===== src/tws_pkg.sv =====
// ----------------------------------------------------------------------------
// Time window schedule package
// Shared constants and codes for the activity window schedule block.
// ----------------------------------------------------------------------------
package tws_pkg;

  localparam int unsigned MAX_WINDOWS_DEF = 16;
  localparam int unsigned TIME_BITS_DEF   = 48;
  localparam int unsigned VER_W           = 32;
  localparam int unsigned LEAD_W          = 32;

  typedef enum logic [1:0] {
    ACT_CLEAR  = 2'd0,
    ACT_INSERT = 2'd1,
    ACT_QUERY  = 2'd2
  } action_e;

  typedef enum logic [1:0] {
    ST_INACTIVE    = 2'd0,
    ST_ESTABLISHED = 2'd1,
    ST_ACTIVE      = 2'd2
  } win_state_e;

endpackage


===== src/tws_sub.sv =====
// ----------------------------------------------------------------------------
// Time window schedule subtractor
// Shared subtract and compare unit: difference and borrow of two times.
// ----------------------------------------------------------------------------
module tws_sub #(
  parameter int unsigned W = 48
) (
  input  logic [W-1:0] a_i,
  input  logic [W-1:0] b_i,
  output logic [W-1:0] diff_o,
  output logic         borrow_o
);

  assign {borrow_o, diff_o} = {1'b0, a_i} - {1'b0, b_i};

endmodule


===== src/tws_store.sv =====
// ----------------------------------------------------------------------------
// Time window schedule store
// Window memory with one write port and one registered read port.
// ----------------------------------------------------------------------------
module tws_store #(
  parameter int unsigned DEPTH = 16,
  parameter int unsigned AW    = 4,
  parameter int unsigned EW    = 128
) (
  input  logic          clk_i,
  input  logic          we_i,
  input  logic [AW-1:0] waddr_i,
  input  logic [EW-1:0] wdata_i,
  input  logic [AW-1:0] raddr_i,
  output logic [EW-1:0] rdata_o
);

  logic [EW-1:0] mem_q [DEPTH];
  logic [EW-1:0] rdata_q;

  always_ff @(posedge clk_i) begin
    if (we_i) begin
      mem_q[waddr_i] <= wdata_i;
    end
    rdata_q <= mem_q[raddr_i];
  end

  assign rdata_o = rdata_q;

endmodule


===== src/time_window_schedule_state.sv =====
// ----------------------------------------------------------------------------
// Time window schedule state
// Sorted table of activity windows with clear, insert and query commands.
// ----------------------------------------------------------------------------
//  Channel   Handshake             Contents
//  command   start / busy          action, start, end, version, now time
//  result    done_o strobe         status, states, next time, range, count
//  config    lead_we_i             establish lead time
//
//  Clear, the unused code and a dropped insert strobe one cycle after they
//  are accepted. An insert moves each later-starting window up, then writes the
//  new one. A query passes over ended windows, then checks whether the first one
//  left is active and else works out its establish point, via the one read port
//  and the shared subtractor. Reset clears the sequencer, window count, lead and
//  done strobe; the memory holds no reset value. Each word is strobed for one cycle.
// ----------------------------------------------------------------------------
module time_window_schedule_state #(
  parameter int unsigned MAX_WINDOWS = tws_pkg::MAX_WINDOWS_DEF,
  parameter int unsigned TIME_BITS   = tws_pkg::TIME_BITS_DEF
) (
  input  logic                                clk_i,
  input  logic                                rst_ni,
  input  logic                                start,
  output logic                                busy,
  input  logic [1:0]                          action_i,
  input  logic [TIME_BITS-1:0]                start_time_i,
  input  logic [TIME_BITS-1:0]                end_time_i,
  input  logic [tws_pkg::VER_W-1:0]           version_i,
  input  logic [TIME_BITS-1:0]                now_time_i,
  input  logic                                lead_we_i,
  input  logic [tws_pkg::LEAD_W-1:0]          lead_wdata_i,
  output logic                                done_o,
  output logic                                status_o,
  output logic [1:0]                          current_state_o,
  output logic [TIME_BITS-1:0]                next_time_o,
  output logic [1:0]                          next_state_o,
  output logic                                next_valid_o,
  output logic [TIME_BITS-1:0]                range_start_o,
  output logic [TIME_BITS-1:0]                range_end_o,
  output logic                                range_valid_o,
  output logic [$clog2(MAX_WINDOWS+1)-1:0]    window_count_o
);
  import tws_pkg::*;

  localparam int unsigned CW = $clog2(MAX_WINDOWS + 1);
  localparam int unsigned AW = (MAX_WINDOWS > 1) ? $clog2(MAX_WINDOWS) : 1;
  localparam int unsigned EW = 2 * TIME_BITS + VER_W;

  typedef enum logic [6:0] {
    S_IDLE    = 7'b0000001,
    S_INS_CMP = 7'b0000010,
    S_INS_WR  = 7'b0000100,
    S_Q_CMP   = 7'b0001000,
    S_Q_ACT   = 7'b0010000,
    S_Q_LEAD  = 7'b0100000,
    S_Q_PRE   = 7'b1000000
  } fsm_e;

  fsm_e                 state_q, state_d;
  logic [LEAD_W-1:0]    lead_q;
  logic [CW-1:0]        count_q, count_d;
  logic [CW-1:0]        ptr_q, ptr_d;
  logic [CW-1:0]        cnt_m1, ptr_m1, ptr_m2, ptr_p1;
  logic [TIME_BITS-1:0] ts_q, te_q, now_q;
  logic [VER_W-1:0]     ver_q;
  logic [TIME_BITS-1:0] win_s_q, win_e_q, pre_q;
  logic [TIME_BITS-1:0] rs_q, rs_d, re_q, re_d;
  logic                 win_load, pre_load, fin;

  logic                 we;
  logic [AW-1:0]        waddr, raddr;
  logic [EW-1:0]        wdata, rdata;
  logic [TIME_BITS-1:0] rd_start, rd_end;

  logic [TIME_BITS-1:0] sub_a, sub_b, sub_diff;
  logic                 sub_borrow;

  logic                 done_q;
  logic                 status_q, status_d;
  win_state_e           cur_q, cur_d, ns_q, ns_d;
  logic [TIME_BITS-1:0] nt_q, nt_d;
  logic                 nv_q, nv_d;
  logic [TIME_BITS-1:0] ors_q, ors_d, ore_q, ore_d;
  logic                 orv_q, orv_d;
  logic [CW-1:0]        ocnt_q;

  tws_store #(
    .DEPTH (MAX_WINDOWS),
    .AW    (AW),
    .EW    (EW)
  ) u_store (
    .clk_i   (clk_i),
    .we_i    (we),
    .waddr_i (waddr),
    .wdata_i (wdata),
    .raddr_i (raddr),
    .rdata_o (rdata)
  );

  tws_sub #(
    .W (TIME_BITS)
  ) u_sub (
    .a_i      (sub_a),
    .b_i      (sub_b),
    .diff_o   (sub_diff),
    .borrow_o (sub_borrow)
  );

  assign rd_start = rdata[TIME_BITS-1:0];
  assign rd_end   = rdata[2*TIME_BITS-1:TIME_BITS];
  assign cnt_m1   = count_q - CW'(1);
  assign ptr_m1   = ptr_q - CW'(1);
  assign ptr_m2   = ptr_q - CW'(2);
  assign ptr_p1   = ptr_q + CW'(1);

  always_comb begin
    state_d  = state_q;
    count_d  = count_q;
    ptr_d    = ptr_q;
    rs_d     = rs_q;
    re_d     = re_q;
    we       = 1'b0;
    waddr    = ptr_q[AW-1:0];
    wdata    = {ver_q, te_q, ts_q};
    raddr    = ptr_q[AW-1:0];
    sub_a    = now_q;
    sub_b    = rd_end;
    win_load = 1'b0;
    pre_load = 1'b0;
    fin      = 1'b0;
    status_d = 1'b0;
    cur_d    = ST_INACTIVE;
    nt_d     = '0;
    ns_d     = ST_INACTIVE;
    nv_d     = 1'b0;
    case (state_q)
      S_IDLE: begin
        if (start) begin
          case (action_e'(action_i))
            ACT_CLEAR: begin
              count_d = '0;
              fin     = 1'b1;
            end
            ACT_INSERT: begin
              if (count_q == CW'(MAX_WINDOWS)) begin
                status_d = 1'b1;
                fin      = 1'b1;
              end else begin
                ptr_d = count_q;
                if (count_q == '0) begin
                  state_d = S_INS_WR;
                end else begin
                  raddr   = cnt_m1[AW-1:0];
                  state_d = S_INS_CMP;
                end
              end
            end
            ACT_QUERY: begin
              ptr_d = '0;
              if (count_q == '0) begin
                fin = 1'b1;
              end else begin
                raddr   = '0;
                state_d = S_Q_CMP;
              end
            end
            default: begin
              fin = 1'b1;
            end
          endcase
        end
      end
      S_INS_CMP: begin
        sub_a = ts_q;
        sub_b = rd_start;
        if (sub_borrow) begin
          we    = 1'b1;
          wdata = rdata;
          ptr_d = ptr_m1;
          if (ptr_m1 != '0) begin
            raddr = ptr_m2[AW-1:0];
          end else begin
            state_d = S_INS_WR;
          end
        end else begin
          state_d = S_INS_WR;
        end
      end
      S_INS_WR: begin
        we      = 1'b1;
        count_d = count_q + CW'(1);
        if (ptr_q == '0) begin
          rs_d = ts_q;
        end
        if (ptr_q == count_q) begin
          re_d = te_q;
        end
        fin     = 1'b1;
        state_d = S_IDLE;
      end
      S_Q_CMP: begin
        if (sub_borrow) begin
          win_load = 1'b1;
          state_d  = S_Q_ACT;
        end else begin
          ptr_d = ptr_p1;
          if (ptr_p1 == count_q) begin
            fin     = 1'b1;
            state_d = S_IDLE;
          end else begin
            raddr = ptr_p1[AW-1:0];
          end
        end
      end
      S_Q_ACT: begin
        sub_b = win_s_q;
        if (!sub_borrow) begin
          fin     = 1'b1;
          cur_d   = ST_ACTIVE;
          nt_d    = win_e_q;
          ns_d    = ST_INACTIVE;
          nv_d    = 1'b1;
          state_d = S_IDLE;
        end else begin
          state_d = S_Q_LEAD;
        end
      end
      S_Q_LEAD: begin
        sub_a    = win_s_q;
        sub_b    = TIME_BITS'(lead_q);
        pre_load = 1'b1;
        state_d  = S_Q_PRE;
      end
      S_Q_PRE: begin
        sub_b   = pre_q;
        fin     = 1'b1;
        nv_d    = 1'b1;
        state_d = S_IDLE;
        if (!sub_borrow) begin
          cur_d = ST_ESTABLISHED;
          nt_d  = win_s_q;
          ns_d  = ST_ACTIVE;
        end else begin
          cur_d = ST_INACTIVE;
          nt_d  = pre_q;
          ns_d  = ST_ESTABLISHED;
        end
      end
      default: begin
        state_d = S_IDLE;
      end
    endcase
  end

  always_comb begin
    orv_d = (count_d != '0);
    ors_d = orv_d ? rs_d : '0;
    ore_d = orv_d ? re_d : '0;
  end

  always_ff @(posedge clk_i or negedge rst_ni) begin
    if (!rst_ni) begin
      state_q <= S_IDLE;
      count_q <= '0;
      lead_q  <= '0;
      done_q  <= 1'b0;
    end else begin
      state_q <= state_d;
      count_q <= count_d;
      done_q  <= fin;
      if (lead_we_i) begin
        lead_q <= lead_wdata_i;
      end
    end
  end

  always_ff @(posedge clk_i) begin
    ptr_q <= ptr_d;
    rs_q  <= rs_d;
    re_q  <= re_d;
    if (state_q == S_IDLE && start) begin
      ts_q  <= start_time_i;
      te_q  <= end_time_i;
      ver_q <= version_i;
      now_q <= now_time_i;
    end
    if (win_load) begin
      win_s_q <= rd_start;
      win_e_q <= rd_end;
    end
    if (pre_load) begin
      pre_q <= sub_borrow ? '0 : sub_diff;
    end
    if (fin) begin
      status_q <= status_d;
      cur_q    <= cur_d;
      nt_q     <= nt_d;
      ns_q     <= ns_d;
      nv_q     <= nv_d;
      ors_q    <= ors_d;
      ore_q    <= ore_d;
      orv_q    <= orv_d;
      ocnt_q   <= count_d;
    end
  end

  assign busy            = (state_q != S_IDLE);
  assign done_o          = done_q;
  assign status_o        = status_q;
  assign current_state_o = cur_q;
  assign next_time_o     = nt_q;
  assign next_state_o    = ns_q;
  assign next_valid_o    = nv_q;
  assign range_start_o   = ors_q;
  assign range_end_o     = ore_q;
  assign range_valid_o   = orv_q;
  assign window_count_o  = ocnt_q;

`ifndef SYNTH
  a_count_bound: assert property (@(posedge clk_i) disable iff (!rst_ni)
    count_q <= CW'(MAX_WINDOWS))
    else $error("window count beyond table depth");

  a_onehot_state: assert property (@(posedge clk_i) disable iff (!rst_ni)
    $onehot(state_q))
    else $error("sequencer state not one-hot");

  a_done_idle: assert property (@(posedge clk_i) disable iff (!rst_ni)
    done_q |-> (state_q == S_IDLE))
    else $error("result strobed while sequencer busy");

  a_full_status: assert property (@(posedge clk_i) disable iff (!rst_ni)
    (done_q && status_q) |-> (window_count_o == CW'(MAX_WINDOWS)))
    else $error("insert dropped while table not full");

  a_accept_progress: assert property (@(posedge clk_i) disable iff (!rst_ni)
    (start && !busy) |=> (busy || done_q))
    else $error("accepted word neither in progress nor finished");
`endif

endmodule


===== config.mk =====
export PLATFORM = sky130hd
export DESIGN_NAME = time_window_schedule_state
export DESIGN_NICKNAME = d
export VERILOG_FILES = /design/src/tws_pkg.sv /design/src/tws_sub.sv /design/src/tws_store.sv /design/src/time_window_schedule_state.sv
export SDC_FILE = /design/constraint.sdc
export NUM_CORES = 2
export LEC_CHECK = 0
export BUFFER_PORTS_ARGS = -buffer_cell sky130_fd_sc_hd__buf_2
export CAP_MARGIN = 20
export CORE_MARGIN = 2
export CORE_UTILIZATION = 40
export CTS_CLUSTER_DIAMETER = 80
export DETAILED_ROUTE_END_ITERATION = 8
export PLACE_DENSITY = 0.67
export REMOVE_ABC_BUFFERS = 1
export SYNTH_ARGS = -nofsm -noshare
export SYNTH_HDL_FRONTEND = slang
export SYNTH_SLANG_ARGS = --single-unit

===== constraint.sdc =====
create_clock -name clk_i -period 12.4 [get_ports clk_i]
set_clock_uncertainty 0.2 [all_clocks]
set_input_delay 1.86 -clock clk_i [delete_from_list [all_inputs] [get_ports clk_i]]
set_output_delay 1.86 -clock clk_i [all_outputs]
set_load 0.05 [all_outputs]

==> metrics.md <==
| Metric | Value |
|---|---|
| Clock slew seen by the registers of the worst setup and hold paths | 0.07 ns |
| Iteration-0 DRC Markers | 6,220 |
| Leading cell type in the layout, fill and taps excluded | edfxtp_1 |
| I/O Pins | 372 |
| FFs w/ async S/R, synth | between 2 and 2.5% |
| Slew margin rel. | a little under a quarter |
| Count of flip-flops with a built-in enable after synthesis | 1,985 |
| Total number of vias | 50.7k |
| Syn Std Cell Area | 89,300 sq um |
| CTS H-Tree Depth | 4 |
| Final critical path time including I/O delays and setup | 9.03 ns |
| Worst Setup Path Type | flop to flop |
| Final period util | roughly 73% |
| Detailed-route vias per instance | roughly 5.7 |
| Count of different cell masters after synthesis | 76 |
| Number of antenna violations at the first check in global routing | 5 |
| Post_cts resized | 0 |
| Highest achievable clock rate | 111 MHz |
| Gate count after technology mapping | 5,420 |
| Max-capacitance violation count | 0 |
| Outcome | completed |
| Top cells by area in the synthesized netlist | edfxtp_1 67%, mux2i_1 11%, dfxtp_1 4.3% |
| Sum of negative setup slack | 0 ns |
| Remaining global-route overflow | 0 |
| Pin count of the biggest net entering global routing | 136 |
| Fraction of final layout cells sized beyond drive strength 1 | 18.9% |
| Layout Area Growth over Synthesis | 14.7% |
| Total of hold buffers inserted after clock tree synthesis | 0 |
| Path class of the lowest-slack min-delay path | flop to flop |
| Startpoint type of the worst setup path | flop |
| Die Ht | 477 microns |
| Warning count from the yosys run | 0 |
| RSZ-0062 raised after global routing | false |
| Proportion of netlist area held by the largest area contributor | 66.7% |
| Sink Count | roughly 2.2k |
| Skew-Pair Late Insertion Delay | 0.88 ns |
| Number of synthesized register bits | between 2k and 2.5k |
| Static power due to leakage | roughly 36 nW |
| Routed wire length | 248,000 microns |
| Global-route wire length before repair | 350,000 microns |
| Hold Fails Final Rpt | 0 |
| Mean Syn Cell Area | 16.5 sq um |
| Number of core rows | about 170 |
| Starting utilization of the core area | 40.2% |
| Data arrival time of the worst path | approximately 9.6 ns |
| All-Layer GR Usage | 21.1% |
| Number of setup buffers added after CTS | 0 |
| Antenna viol nets, final | 0 |
| Library cell used as clock root buffer | clkbuf_16 |
| Count of endpoints failing setup in the final report | 0 |
| Horizontal extent of the die | 477 microns |
| CP Data Required Time | 12.92 ns |
| TritonCTS clock tree | yes |
| Critical path peak fanout | 125 |
| Share of the yosys chip area belonging to registers | 72.3% |
| WHS | about 0.26 ns |
| Drt wl/cell | 27.7 microns |
| # DRC | 0 |
| Peak VDD IR | 0.000484 V |
| Net total in the final layout | ~6k |
| Routability congestion estimate | 0.886 |
| Buffer levels on the longest clock path | 3 |
| Most frequent cells in the layout | 1,985 x edfxtp_1, 961 x mux2i_1, 338 x buf_2 |
| Number of I/O port buffers | 339 |
| Via count of the first global-routing pass | 49.6k |
| Router iterations before antenna repair | 8 |
| Max-slew violation count | 0 |
| Power density over the cells | 296 nW/um^2 |
| Total clock buffers created by CTS | 224 |
| HPWL after detailed placement | 136,000 microns |
| Top flip-flop cell by instance count after synthesis | edfxtp_1 |
| Cell taking the most area after synthesis | edfxtp_1 |
| Slew at the pin with the worst max-slew slack | 1.15 ns |
| Setup crit end kind | flop |
| Die area | approximately 230,000 sq um |
| Area of the placeable core | 222,000 sq um |
[kinds of logic after synthesis]
logic type | count (synthesis) | share of synthesized area (%)
simple gates | 766 | 4.10
fa+ha+maj | 62 | 0.877
flops | 2222 | 72.3
compound gates | 779 | 6.73
xor+xnor | 49 | 0.480
buf+inv | 357 | 1.92
mux | 1185 | 13.6
[worst paths after layout]
check | slack, ns | endpoint | start | cells past startpoint
setup / recovery | 3.37 | u_store.rdata_o[41]$_DFF_P_ | state_q[5]$_DFFE_PN0P_ | 19
hold / removal | 0.26 | win_s_q[25]$_DFFE_PP_ | u_store.rdata_o[25]$_DFF_P_ | 0
setup reg to reg | 3.37 | u_store.rdata_o[41]$_DFF_P_ | state_q[5]$_DFFE_PN0P_ | 19
hold reg to reg | 0.26 | win_s_q[25]$_DFFE_PP_ | u_store.rdata_o[25]$_DFF_P_ | 0
max in group asynchronous | 10.44 | lead_q[10]$_DFFE_PN0P_ | rst_ni | 1
min in group asynchronous | 0.91 | done_o$_DFF_PN0_ | rst_ni | 1
[state kept, by name, summed over array words and instances (netlist names), 2 cells and up]
name,flops
count_q,5
ptr_q,5
window_count_o,5
next_state_o,2
range_start_o,48
lead_q,32
u_store.rdata_o,96
now_q,48
rs_q,48
re_q,48
u_store.mem_q,1536
ts_q,48
win_e_q,48
pre_q,48
current_state_o,2
next_time_o,48
te_q,48
win_s_q,48
range_end_o,48
state_q,7
[cells in the mapped netlist, types with 9 or more instances]
| cell | n |
|---|---|
| mux2i_1 | 961 |
| o21bai_1 | 12 |
| a221oi_2 | 41 |
| clkbuf_1 | 150 |
| ha_1 | 61 |
| buf_6 | 15 |
| a21oi_1 | 61 |
| buf_2 | 95 |
| o21ai_0 | 144 |
| nand4_1 | 13 |
| and2_1 | 117 |
| a22oi_1 | 177 |
| xnor2_1 | 24 |
| o2bb2ai_1 | 96 |
| a31oi_1 | 10 |
| buf_4 | 36 |
| dfxtp_1 | 192 |
| nor2_1 | 87 |
| mux2_2 | 224 |
| nand3_1 | 156 |
| buf_1 | 30 |
| a221oi_1 | 56 |
| o2111ai_1 | 97 |
| xor2_1 | 25 |
| nor2b_1 | 11 |
| edfxtp_1 | 1985 |
| and3_1 | 9 |
| dfrtp_1 | 44 |
| nor3_1 | 25 |
| nand2_1 | 300 |
| a21o_1 | 24 |
| inv_1 | 30 |
[area by class of cell]
class,count,area (sq um)
Fill cell,18900,120000
Sequential cell,2222,64600
Multi-Input combinational cell,2841,23200
Clock buffer,300,6260
Tap cell,2975,3720
Timing Repair Buffer,428,2670
Clock inverter,129,1870
Inverter,30,123
Antenna cell,2,5.00
[worst max-delay path: stages, from the launching register on]
cell and delay, ns:
dfrtp_1 0.43, nor3_1 0.42, and2_1 0.21, nand3b_1 0.57, nand3_4 0.87, buf_4 0.49
o21ai_0 0.24, ha_1 0.47, nand4_1 0.27, or4_4 0.62, o211ai_2 0.43, or2_0 0.36
o21ai_0 0.30, nand3_4 0.32, buf_12 0.55, buf_4 0.89, mux2i_1 0.29, mux2i_1 0.10
mux2i_1 0.28, o2bb2ai_1 0.12
[per-layer routing]
layer / vias to the layer above / part of all wire (%) / global-route usage, % / wire (microns)
li1: 22000 / - / - / -
met1: 25800 / 41 / 28.7 / 102000
met2: 2421 / 46 / 33.6 / 115000
met3: 470 / 8.5 / 3.93 / 20900
met4: 0 / 4.0 / 8.28 / 9940
met5: - / 0 / 0 / 0
[through the flow]
| step | std cells | total power [mW] | instance area [sq um] | setup WS, ns | util [%] |
|---|---|---|---|---|---|
| 2_1_floorplan | 5093 | 18.2 | 87700 | -32.51 | - |
| 3_3_place_gp | 8492 | 22.9 | 94300 | 3.66 | 42.4 |
| 3_5_place_dp | 8493 | 23.1 | 94300 | 3.54 | 42.5 |
| 4_1_cts | 8922 | 30.4 | 102000 | 3.48 | 46.1 |
| 5_1_grt | 8926 | 31.6 | 102000 | 3.05 | 46.1 |
| 6_report | 8927 | 30.4 | 102000 | 3.37 | 46.1 |
[power by group]
group	internal [mW]	switching (mW)	total, mW
Combinational	4.68	8.33	13.0
Sequential	9.53	0.517	10.1
Clock	4.31	2.99	7.30
Note: power is estimated with default switching activity, not from simulation.
